**src/sv/gpti_pkg.sv**
```systemverilog
package gpti_pkg;
	localparam int VAL_BITS = 16;
	localparam int EST_BITS = 18;
	localparam int OUT_BITS = 3;

	localparam logic CMD_ADD   = 1'b0;
	localparam logic CMD_QUERY = 1'b1;

	localparam logic [OUT_BITS-1:0] OUT_EXACT = 3'd0;
	localparam logic [OUT_BITS-1:0] OUT_N     = 3'd1;
	localparam logic [OUT_BITS-1:0] OUT_W     = 3'd2;
	localparam logic [OUT_BITS-1:0] OUT_2D    = 3'd3;
	localparam logic [OUT_BITS-1:0] OUT_NONE  = 3'd4;

	localparam logic signed [EST_BITS-1:0] EST_NONE = -18'sd65536;
	localparam logic signed [EST_BITS-1:0] EST_MAX  = 18'sd131071;
	localparam logic signed [EST_BITS-1:0] EST_MIN  = -18'sd131072;

	typedef enum logic [3:0] {
		ST_IDLE, ST_ADDR, ST_SCAN, ST_PICK, ST_L1, ST_D1, ST_L2, ST_D2,
		ST_L3, ST_D3, ST_OUT
	} gpti_state_t;

	typedef struct packed {
		logic signed [EST_BITS-1:0] estimate;
		logic [OUT_BITS-1:0]        outcome;
	} gpti_res_t;
endpackage

```
**src/sv/gpti_if.sv**
```systemverilog
interface gpti_in_if #(parameter int COORD_BITS = 13) (input logic clk);
	logic                  valid;
	logic                  ready;
	logic                  command;
	logic [COORD_BITS-1:0] mass_w;
	logic [COORD_BITS-1:0] mass_n;
	logic [15:0]           value_first;
	logic [15:0]           value_second;
	logic                  year_select;
	modport source (output valid, command, mass_w, mass_n, value_first, value_second,
		year_select, input ready);
	modport sink (input valid, command, mass_w, mass_n, value_first, value_second,
		year_select, output ready);
endinterface


```
**src/sv/gpti_front.sv**
```systemverilog
module gpti_front import gpti_pkg::*; #(
	parameter int COORD_BITS = 13
) (
	input  logic clk,
	input  logic arst_n,
	gpti_in_if.sink in_ch,
	output logic                  q_valid,
	input  logic                  q_ready,
	output logic                  q_command,
	output logic [COORD_BITS-1:0] q_mass_w,
	output logic [COORD_BITS-1:0] q_mass_n,
	output logic [15:0]           q_value_first,
	output logic [15:0]           q_value_second,
	output logic                  q_year_select
);
	// two-entry queue between front and back
	localparam int QW = 1 + 2 * COORD_BITS + 32 + 1;
	logic [QW-1:0] fifo_q [2];
	logic          wp_q, rp_q;
	logic [1:0]    cnt_q;
	logic          push, pop;
	logic [QW-1:0] head;

	assign in_ch.ready = (cnt_q != 2'd2);
	assign push = in_ch.valid && in_ch.ready;
	assign q_valid = (cnt_q != 2'd0);
	assign pop = q_valid && q_ready;
	assign head = fifo_q[rp_q];
	assign {q_command, q_mass_w, q_mass_n, q_value_first, q_value_second, q_year_select} = head;

	always_ff @(posedge clk) begin
		if (push) begin
			fifo_q[wp_q] <= {in_ch.command, in_ch.mass_w, in_ch.mass_n, in_ch.value_first,
				in_ch.value_second, in_ch.year_select};
		end
	end

	always_ff @(posedge clk or negedge arst_n) begin
		if (!arst_n) begin
			wp_q  <= 1'b0;
			rp_q  <= 1'b0;
			cnt_q <= 2'd0;
		end else begin
			if (push) wp_q <= ~wp_q;
			if (pop) rp_q <= ~rp_q;
			cnt_q <= cnt_q + {1'b0, push} - {1'b0, pop};
		end
	end
endmodule

```
**src/flat_wrapper.sv**
```systemverilog
// flat-port wrapper written by rule: the top's interface ports become plain ports
module gpti_front_flat import gpti_pkg::*;
#(
	parameter int COORD_BITS = 13
)
  (clk, arst_n, q_valid, q_ready, q_command, q_mass_w, q_mass_n, q_value_first, q_value_second, q_year_select, in_ch_valid, in_ch_command, in_ch_mass_w, in_ch_mass_n, in_ch_value_first, in_ch_value_second, in_ch_year_select, in_ch_ready);
  gpti_in_if #(.COORD_BITS(COORD_BITS)) in_ch_i (.clk(clk));
  input  logic clk;
  input  logic arst_n;
  output logic q_valid;
  input  logic q_ready;
  output logic q_command;
  output logic [COORD_BITS-1:0] q_mass_w;
  output logic [COORD_BITS-1:0] q_mass_n;
  output logic [15:0] q_value_first;
  output logic [15:0] q_value_second;
  output logic q_year_select;
  input wire logic [$bits(in_ch_i.valid)-1:0] in_ch_valid;
  input wire logic [$bits(in_ch_i.command)-1:0] in_ch_command;
  input wire logic [$bits(in_ch_i.mass_w)-1:0] in_ch_mass_w;
  input wire logic [$bits(in_ch_i.mass_n)-1:0] in_ch_mass_n;
  input wire logic [$bits(in_ch_i.value_first)-1:0] in_ch_value_first;
  input wire logic [$bits(in_ch_i.value_second)-1:0] in_ch_value_second;
  input wire logic [$bits(in_ch_i.year_select)-1:0] in_ch_year_select;
  output wire logic [$bits(in_ch_i.ready)-1:0] in_ch_ready;
  assign in_ch_i.valid = in_ch_valid;
  assign in_ch_i.command = in_ch_command;
  assign in_ch_i.mass_w = in_ch_mass_w;
  assign in_ch_i.mass_n = in_ch_mass_n;
  assign in_ch_i.value_first = in_ch_value_first;
  assign in_ch_i.value_second = in_ch_value_second;
  assign in_ch_i.year_select = in_ch_year_select;
  assign in_ch_ready = in_ch_i.ready;
  gpti_front #(.COORD_BITS(COORD_BITS)) u_core (.clk(clk), .arst_n(arst_n), .in_ch(in_ch_i), .q_valid(q_valid), .q_ready(q_ready), .q_command(q_command), .q_mass_w(q_mass_w), .q_mass_n(q_mass_n), .q_value_first(q_value_first), .q_value_second(q_value_second), .q_year_select(q_year_select));
endmodule
```
**config.mk**
```make
export PLATFORM = sky130hd
export DESIGN_NAME = gpti_front_flat
export DESIGN_NICKNAME = d
export VERILOG_FILES = /design/src/sv/gpti_pkg.sv /design/src/sv/gpti_if.sv /design/src/sv/gpti_front.sv /design/src/flat_wrapper.sv
export SDC_FILE = /design/constraint.sdc
export NUM_CORES = 1
export LEC_CHECK = 0
export ABC_CLOCK_PERIOD_IN_PS = 6690
export BUFFER_PORTS_ARGS = -buffer_cell sky130_fd_sc_hd__buf_2
export CORE_ASPECT_RATIO = 0.9
export CORE_MARGIN = 2
export CORE_UTILIZATION = 25
export CTS_BUF_LIST = sky130_fd_sc_hd__clkbuf_4 sky130_fd_sc_hd__clkbuf_8 sky130_fd_sc_hd__clkbuf_16
export CTS_CLUSTER_SIZE = 8
export DETAILED_ROUTE_END_ITERATION = 8
export PLACE_DENSITY = 0.48
export SYNTH_ARGS = -nofsm -noshare
export SYNTH_HDL_FRONTEND = slang
export SYNTH_SLANG_ARGS = --single-unit
```
**constraint.sdc**
```tcl
create_clock -name clk -period 6.69 [get_ports clk]
set_input_delay 0.3345 -clock clk [delete_from_list [all_inputs] [get_ports clk]]
set_output_delay 0.3345 -clock clk [all_outputs]
set_load 0.005 [all_outputs]
```
# --- After elaboration in Yosys (flattened, before gate mapping) ---
# Memory sizes are Yosys's and may differ from the RTL's.
# Cells that the tools add are included.
# W data, S select, Z words.
op_classes:
  n_div: 0
  bitwise: 2
  n_reduce_logical: 3
  n_shift: 0
  n_mul: 0
  muxes: 2
  add_sub_neg: 2
  n_eq_ne: 1
  n_lt_le_gt_ge: 0
ops:
  columns: ["op", "count"]
  rows:
  - ["$add A2 B1 Y2", 1]
  - ["$logic_and A1 B1 Y1", 2]
  - ["$mux W1", 2]
  - ["$ne A2 B2 Y1 const B", 1]
  - ["$not A1 Y1", 2]
  - ["$reduce_bool A2 Y1", 1]
  - ["$sub A2 B1 Y2", 1]
totals:
  mem_count: 1
  regBits: 4
  latchBits: 0
  ramBits: 120
  mem_bits_ro: 0
  out_inout_bits: 62
  input_bits: 64
memory_table:
  columns: ["memory", "depth", "width", "rd", "rd_ports_with_merged_regs", "write_ports", "line_no", "rtl"]
  rows:
  - ["u_core.fifo_q", 2, 60, 1, 0, 1, "gpti_front.sv:18", "logic [QW-1:0] fifo_q [2];"]

# --- Logic depth before layout (Yosys ltp) ---
# Gate-level depths: netlist (run 1).
depth:
  ltp_word: 4
  mapped_depth: 7
  depth_no_buf: 7

# --- Least setup slack after synthesis (run 1) ---
# Ideal clock, no wire load.
synth_timing:
  path_type: "register to register"
  startpoint: "reg u_core.cnt_q[1]"
  endpoint: "mem u_core.fifo_q[0][0] in the netlist's numbering (enable)"
  synth_period_minus_slack_ns: 3.598
  stages_incl_launch_ff: 4
  path_slack_ns: 3.092
  setup_time_ns: 0.478
  arrival_time_ns: 3.120
  path_buffers: 0
  cell_sequence: "dfrtp_1 nand2b_1 nand2_1 nor2_1"
synth_via:
  elab_chain_len: 4
synth_rtl:
  columns: ["element", "line_no", "rtl"]
  rows:
  - ["start: declaration", "gpti_front.sv:20", "logic [1:0] cnt_q;"]
  - ["start signal: assignment", "gpti_front.sv:46", "cnt_q <= cnt_q + {1'b0, push} - {1'b0, pop};"]
  - ["$ne A2 B2 Y1", "gpti_front.sv:24", "assign in_ch.ready = (cnt_q != 2'd2);"]
  - ["via in_ch_ready", "flat_wrapper.sv:25", "output wire logic [$bits(in_ch_i.ready)-1:0] in_ch_ready;"]
  - ["$logic_and A1 B1 Y1", "gpti_front.sv:25", "assign push = in_ch.valid && in_ch.ready;"]
  - ["$mux W1", "gpti_front.sv:32", "if (push) begin"]
  - ["$mux W1 (not written as such)", "gpti_front.sv:33", "fifo_q[wp_q] <= {in_ch.command, in_ch.mass_w, in_ch.mass_n, in_ch.value_first,"]
  - ["end: declaration", "gpti_front.sv:18", null]
# The timed path passes the listed nets, and every way through them passes these cells.

# --- Final worst setup path (run 1) ---
layout_timing:
  startpoint: "reg u_core.rp_q"
  endpoint: "out q_command"
layout_via:
  elab_chain_len: 1
layout_rtl:
  columns: ["element", "line_no", "rtl"]
  rows:
  - ["start: declaration", "gpti_front.sv:19", "logic wp_q, rp_q;"]
  - ["start signal: assignment", "gpti_front.sv:45", "if (pop) rp_q <= ~rp_q;"]
  - ["$mem_v2 Z2 W60", null, null]
  - ["end: declaration", "flat_wrapper.sv:12", "output logic q_command;"]
# No other way between the ends.

==> results.md, run 1 <==
* Status: finished clean
* Iteration-0 DRC Markers at 81
* Syn nets at 272
* Slowest CP cell: buf_4
* Most numerous cell in the Yosys netlist: edfxtp_1
* Clk Latency, worst-skew pair at 400 ps
* Fin. Hold Viols at 0
* Synthesized area at 4840 µm²
* Leakage at 2.52 nW
* Syn-to-layout area delta at 30.9%
* Area occupied by multi-input gates at 1000 µm²
* Post-synth top cells: 120 x edfxtp_1, 59 x mux2_4, 6 x buf_12
* Ys async rst share at 3.23%
* Clk_skew at 5.75 ps
* Synth Register Bits at 124
* Root buf cell: clkbuf_16
* Die Height at 136 µm
* All-layer global routing usage at 9.22%
* Count of pins over their slew limit at 0
* Top cell type's share of synthesized area at 74.5%
* Cells after Synth at 206
* Worst EP arrival at 2280 ps
* Register area at 3710 µm²
* Setup crit end kind: primary output
* Top area cells in the synthesized netlist: edfxtp_1 74%, mux2_4 18%, buf_12 2.5%
* Clock Path Buffers at 2
* Top cell type by total area after synthesis: edfxtp_1
* CTS tree: yes
* Core Box Area at 19100 µm²
* Synth Flop Type: edfxtp_1
* Min setup slack post-route at 4080 ps
* DR pass1 iterations at 4
* Max-cap viol count at 0
* WL/cell at 14.6 µm
* Hpwl dp at 5580 µm
* Fillcell total at 1869
* Min-delay src: in_ch_value_first[2]
* Register area share after synthesis at 76.5%
* Gpl congestion at 0.650
* Clock sinks at 124
* CP Cell Sequence: buf_4, mux2_1, buf_2
* Crit Reg-Reg Startpoint: u_core.cnt_q[1]
* H-tree levels at 4
* Placed Area at 5680 µm²
* Yosys cell types at 16
* Worst-path fanout max at 51
* Share of cells above drive strength 1 at 61.3%
* Vias in the first global route at 2654
* Max-slew headroom at 34.8%
* CTS Buf Count at 17
* First-pass GRT wire length at 13900 µm
* RSZ-0062 raised after global routing: false
* Number of synthesis warnings at 0
* Reg clk slew, reported paths at 60 ps
* Initial Util at 25.3%
* Setup TNS at 0 ps
* Initial antenna violation count at 1
* Critical path class: reg2out
* Total power at 2.90 mW
* Crit path largest cell delay at 800 ps
* Worst EP required at 6360 ps
* Via-to-Cell Ratio at 3.81
* Core Rows at 48
* Non-filler cells, final at 610
* Tmin final at 2610 ps
* Number of port buffers at 125
* Die X at 151 µm
* I/O pin count at 126
* Nets at 412
* Dpl cells at 576
* PD cells at 458 nW/µm²
* Via count at 2322
* Worst setup path start: u_core.rp_q
* Tightest Pin Transition at 977 ps
* Peak supply drop at 0.277 mV
* Reg2Reg Depth at 4
* Largest net degree at the start of global routing at 61
* Worst setup SP type: flop
* Final Setup Violations at 0
* Hold Crit Class: in2reg
* Drt drc at 0
* Fin area at 6330 µm²
* Max frequency at 383 MHz
* Total Wirelength at 8920 µm
* Routed Antenna Nets at 0
* Number of synthesized flops with an enable pin at 120
* Total gr overflow at 0
* Pre-CTS setup slack at 4420 ps
* Die ar. at 20500 µm²
* Synth Area per Inst at 23.5 µm²
* Ratio of final minimum period to clock period at 39.0%
* Hold Path Cell Cnt at 1
* Total of cells resized after clock tree synthesis at 0
==> through the flow <==
step,hold slack [ps],utilization [%]
after floorplan,38.9,-
after global placement,151,29.7
after detailed placement,152,29.7
after CTS,86.4,33.2
after global routing,91.2,33.2
final,117,33.2
==> sequential cells by signal (all words and copies together) (netlist names) <==
name and cells:
u_core.fifo_q 120, u_core.rp_q 1, u_core.cnt_q 2, u_core.wp_q 1
==> per-layer routing <==
metal | wire length (µm) | global-route usage (%) | share of wire [%] | up-vias
met5 | 0 | 0 | 0 | -
met4 | 134 | 3.89 | 1.5 | 0
met3 | 591 | 3.86 | 6.6 | 8
met2 | 4450 | 15.0 | 50 | 77
met1 | 3740 | 10.7 | 42 | 1146
li1 | - | - | - | 1091
==> worst paths after layout <==
| check | endpoint | slack [ps] |
|---|---|---|
| min in group asynchronous | u_core.wp_q | 260 |
| max in group asynchronous | u_core.rp_q | 6280 |
| hold reg to reg | u_core.cnt_q[1] | 510 |
| setup reg to reg | u_core.fifo_q[0][54] | 4530 |
| hold / removal | u_core.fifo_q[0][19] | 120 |
| setup / recovery | q_command | 4080 |
==> kinds of logic after synthesis <==
| group | after synthesis | share of synthesized area (%) |
|---|---|---|
| multiplexers | 60 | 18.5 |
| adder cells (fa/ha/maj) | 2 | 0.517 |
| flip-flops | 124 | 76.5 |
| XOR/XNOR | 4 | 0.724 |
| AND/OR/NAND/NOR | 6 | 0.724 |
| buffers and inverters | 10 | 2.95 |
==> layout by cell type, fill, tap and decap left out <==
| cell | netlist | layout |
|---|---|---|
| ha_1 | 2 | 2 |
| and3_4 | 0 | 1 |
| dfrtp_4 | 0 | 1 |
| inv_1 | 3 | 3 |
| xnor2_1 | 3 | 3 |
| nand2_1 | 1 | 1 |
| buf_4 | 0 | 2 |
| diode_2 | 0 | 1 |
| clkinv_1 | 0 | 2 |
| buf_2 | 0 | 125 |
| inv_6 | 0 | 2 |
| dlygate4sd3_1 | 0 | 1 |
| clkinv_4 | 0 | 2 |
| xor2_1 | 1 | 1 |
| and2_4 | 1 | 1 |
| nand2b_1 | 1 | 1 |
| clkinvlp_4 | 0 | 3 |
| mux2_4 | 59 | 59 |
| or2_1 | 1 | 1 |
| nor2_4 | 0 | 1 |
| bufinv_16 | 0 | 5 |
| dfrtp_1 | 4 | 3 |
| clkinv_2 | 0 | 1 |
| edfxtp_1 | 120 | 120 |
| mux2_1 | 1 | 1 |
| clkbuf_16 | 0 | 17 |
==> repair_timing <==
item | 4_1_cts | 5_1_grt
hold buffers | 1 | 0
endpoints found under the hold margin | 4 | 0
buffers inserted | 0 | 0
==> area by class of cell <==
class / instances / area share [%]
multi-input combinational: 72 / 15.9
clock inverter: 15 / 3.48
antenna: 1 / 0.0395
sequential: 124 / 58.5
tap: 250 / 4.94
timing repair buffer: 128 / 10.3
clock buffer: 17 / 6.72
inverter: 3 / 0.178
==> report_power, final <==
group / switching [mW] / internal (mW) / leakage [nW]
sequential: 0.0609 / 1.07 / 1.16
combinational: 0.347 / 0.427 / 1.06
clock: 0.336 / 0.661 / 0.305
==> critical path: cells and delay by family, from the launching register on <==
family / cells / cell delay, ps
buf+inv: 2 / 930
flops: 1 / 540
mux: 1 / 380
Power figures use the tool's default switching activity.
==> run 2, diff against run 1 <==
--- a/config.mk
+++ b/config.mk
@@ -5,7 +5,8 @@
 export SDC_FILE = /design/constraint.sdc
 export NUM_CORES = 1
 export LEC_CHECK = 0
-export ABC_CLOCK_PERIOD_IN_PS = 6690
+export ABC_AREA = 1
+export ABC_CLOCK_PERIOD_IN_PS = 2110
 export BUFFER_PORTS_ARGS = -buffer_cell sky130_fd_sc_hd__buf_2
 export CORE_ASPECT_RATIO = 0.9
 export CORE_MARGIN = 2
@@ -13,7 +14,7 @@
 export CTS_BUF_LIST = sky130_fd_sc_hd__clkbuf_4 sky130_fd_sc_hd__clkbuf_8 sky130_fd_sc_hd__clkbuf_16
 export CTS_CLUSTER_SIZE = 8
 export DETAILED_ROUTE_END_ITERATION = 8
-export PLACE_DENSITY = 0.48
+export PLACE_DENSITY = 0.5
 export SYNTH_ARGS = -nofsm -noshare
 export SYNTH_HDL_FRONTEND = slang
 export SYNTH_SLANG_ARGS = --single-unit
==> constraint.sdc (replaced) <==
create_clock -name clk -period 2.11 [get_ports clk]
set_input_delay 0.1055 -clock clk [delete_from_list [all_inputs] [get_ports clk]]
set_output_delay 0.1055 -clock clk [all_outputs]
set_load 0.005 [all_outputs]
==> run 2 against run 1 <==
  * Global-route usage rose by 1.4 points
  * Via count rose by 33%
  * Clock-buffer cell count rose by 2
  * Critical path depth rose by 1
  * Cell count rose by 31%
  * Critical endpoint is now q_mass_w[7]
  * Largest power group unchanged
==> results.md, run 2 <==
* Total Wirelength at 10000 µm (+12%)
* Initial antenna violation count at 0 (-1)
* Max-slew headroom at 67.1% (+32 points)
* RSZ-0062 raised after global routing: false
* First-pass GRT wire length at 15700 µm (+13%)
* Sw power at 2.62 mW (+250%)
* Vias in the first global route at 3028 (+14%)
* Syn nets at 412 (+51%)
* Drt drc at 0 (unchanged)
* Fin util at 36.6% (+3.4 points)
* Syn-to-layout area delta at 44.1%
* WL/cell at 12.5 µm (-14%)
* Total power at 8.73 mW (+200%)
* Synth Flop Type: edfxtp_1
* Net Sw Frac at 30.1% (+4.4 points)
* Share of cells above drive strength 1 at 28.9% (-32 points)
* H-tree levels at 4 (unchanged)
* Number of synthesized flops with an enable pin at 120 (unchanged)
* CTS tree: yes
* Critical path class: reg2out
* Clk Latency, worst-skew pair at 410 ps (about the same)
* Yosys cell types at 11 (-5)
* Die X at 148 µm (-2.0%)
* Clock Path Buffers at 2 (unchanged)
* Final Setup Violations at 0 (unchanged)
* Min setup slack post-route at 434 ps (-3650 ps)
* Routed Antenna Nets at 0 (unchanged)
* Setup repair bufs after CTS at 0 (unchanged)
* Count of pins over their slew limit at 0 (unchanged)
* Commonest non-fill, non-tap cell in the layout: nand2_1
* Tmin final at 1680 ps
* Crit Reg-Reg Startpoint: u_core.cnt_q[1]
* Top cell type by total area after synthesis: edfxtp_1
* Peak supply drop at 0.915 mV (+230%)
* P_int at 6.10 mW (+180%)
* Core Box Area at 18300 µm² (-4.2%)
* CTS Buf Count at 17 (unchanged)
* Top area cells in the synthesized netlist: edfxtp_1 78%, nand2_1 16%, dfrtp_1 2.2%
* Worst-path fanout max at 61 (+20%)
* Fin. Hold Viols at 0 (unchanged)
* Max-cap viol count at 0 (unchanged)
* Die ar. at 19700 µm² (-3.9%)
* Synthesized area at 4650 µm² (-4.0%)
* Setup TNS at 0 ps (unchanged)
* Ys async rst share at 3.23% (unchanged)
* Pre-CTS setup slack at 589 ps (-3840 ps)
* Clock sinks at 124 (unchanged)
* Ratio of final minimum period to clock period at 79.4%
* Largest net degree at the start of global routing at 62 (+1.6%)
* Reg2Reg Depth at 4 (unchanged)
* Top cell type's share of synthesized area at 77.6% (+3.1 points)
* Core Rows at 47 (-2.1%)
* Post-synth top cells: 193 x nand2_1, 120 x edfxtp_1, 9 x inv_1
* Worst EP arrival at 1570 ps (-710 ps)
* Hpwl dp at 5850 µm (+4.8%)
* Via-to-Cell Ratio at 3.87 (+1.7%)
* Setup crit end kind: primary output
* Root buf cell: clkbuf_16
* Initial Util at 25.4% (+0.068 points)
* Cells after Synth at 346 (+68%)
* Hold Crit Class: in2async
* Most numerous cell in the Yosys netlist: nand2_1
* Hold Worst Slack at 38.7 ps (-78.8 ps)
* Reg clk slew, reported paths at 50 ps (about the same)
* Die Height at 133 µm (-2.0%)
* Status: finished clean
* Synth Register Bits at 124 (unchanged)
* Clk_skew at 12.0 ps (+6.21 ps)
* Leakage at 2.86 nW (+13%)
* Worst EP required at 2000 ps (-4360 ps)
* Gpl congestion at 0.731 (+13%)
* Number of flip-flops in the largest register at 120 (unchanged)
* Tightest Pin Transition at 493 ps (-484 ps)
* Synth Area per Inst at 13.4 µm² (-43%)
* Via count at 3094 (+33%)
* DR pass1 iterations at 4 (unchanged)
* PD cells at 1300 nW/µm² (+180%)
* Worst setup SP type: flop
* Reg power frac at 40.0% (+1.1 points)
* Comb power frac at 27.9% (+1.2 points)
* Inserted Diodes at 0 (-1)
* Max frequency at 597 MHz
* Clk pwr share at 32.1% (-2.3 points)
* Biggest regs: u_core.fifo_q x120, u_core.cnt_q x2
* Flop-to-flop setup slack at 600 ps (-3930 ps)
* Iteration-0 DRC Markers at 128 (+58%)
* I/O pin count at 126 (unchanged)
* Nets at 610 (+48%)
* Commonest cells after routing, fill and taps aside: 193 x nand2_1, 125 x buf_2, 120 x edfxtp_1
* Most flop-heavy register: u_core.fifo_q
* Total gr overflow at 0 (unchanged)
* Number of port buffers at 125 (unchanged)
* All-layer global routing usage at 10.6% (+1.4 points)
* Number of synthesis warnings at 0 (unchanged)
* Worst r2r dst: u_core.fifo_q[1][23]
* Register area share after synthesis at 79.7% (+3.2 points)
run 2: cell types whose count changed after synthesis, moves of 3 or more:
cell     change
buf_12       -6
xnor2_1      -3
buf_6        +4
mux2_4      -59
inv_1        +6
buf_4        +6
nand2_1    +192
nand3_1      +3
run 2: power groups by stage:
stage	combinational (mW)	sequential (mW)	clock, mW
detailed placement	2.42	3.54	0
CTS	2.52	3.49	2.88
global placement	2.39	3.53	0
global route	2.78	3.54	3.01
finish	2.43	3.49	2.80
floorplan	1.47	3.51	0
run 2: what timing repair did:
action                    CTS  global route
resized for setup           0             0
hold endpoints to repair  125             0
hold buffers               62             0
run 2: layer usage:
layer  vias to the layer above  part of all wire [%]  GRT usage [%]
met5                         -                     0              0
met4                         0                  0.87           3.21
met3                        10                   6.2           4.86
met2                        92                    50           18.2
met1                      1435                    43           11.8
li1                       1557                     -              -
run 2: how the worst max path moves through the flow:
stage	cells past startpoint	slack, ps	startpoint	end
floorplan	3	200	u_core.cnt_q[1]	u_core.fifo_q[1][0]
global route	4	270	u_core.rp_q	q_mass_n[7]
detailed placement	4	590	u_core.cnt_q[1]	u_core.fifo_q[1][20]
CTS	4	400	u_core.rp_q	q_value_first[13]
finish	4	430	u_core.rp_q	q_mass_w[7]
global placement	4	650	u_core.cnt_q[1]	u_core.fifo_q[1][14]
run 2: kinds of logic after synthesis:
group                    synth area share, %
buffers and inverters                   3.74
AND/OR/NAND/NOR                         16.0
adder cells (fa/ha/maj)                0.539
flip-flops                              79.7
run 2: area by class of cell:
class	instances	area, µm²
Clock buffer	19	440
Clock inverter	10	126
Fill cell	1755	11600
Inverter	10	46.3
Multi-Input combinational cell	199	776
Sequential cell	124	3700
Tap cell	245	307
Timing Repair Buffer	192	1300
run 2: stage by stage:
stage | cells | area, µm²
final | 799 | 6700
after global routing | 799 | 6700
after CTS | 799 | 6700
after detailed placement | 708 | 5510
after global placement | 708 | 5510
after floorplan | 346 | 4660
run 2: worst max-delay path: stages (launching register included):
cell and delay [ps]:
dfrtp_2 430, inv_6 380, nand2_1 120, nand2_1 100, buf_2 120
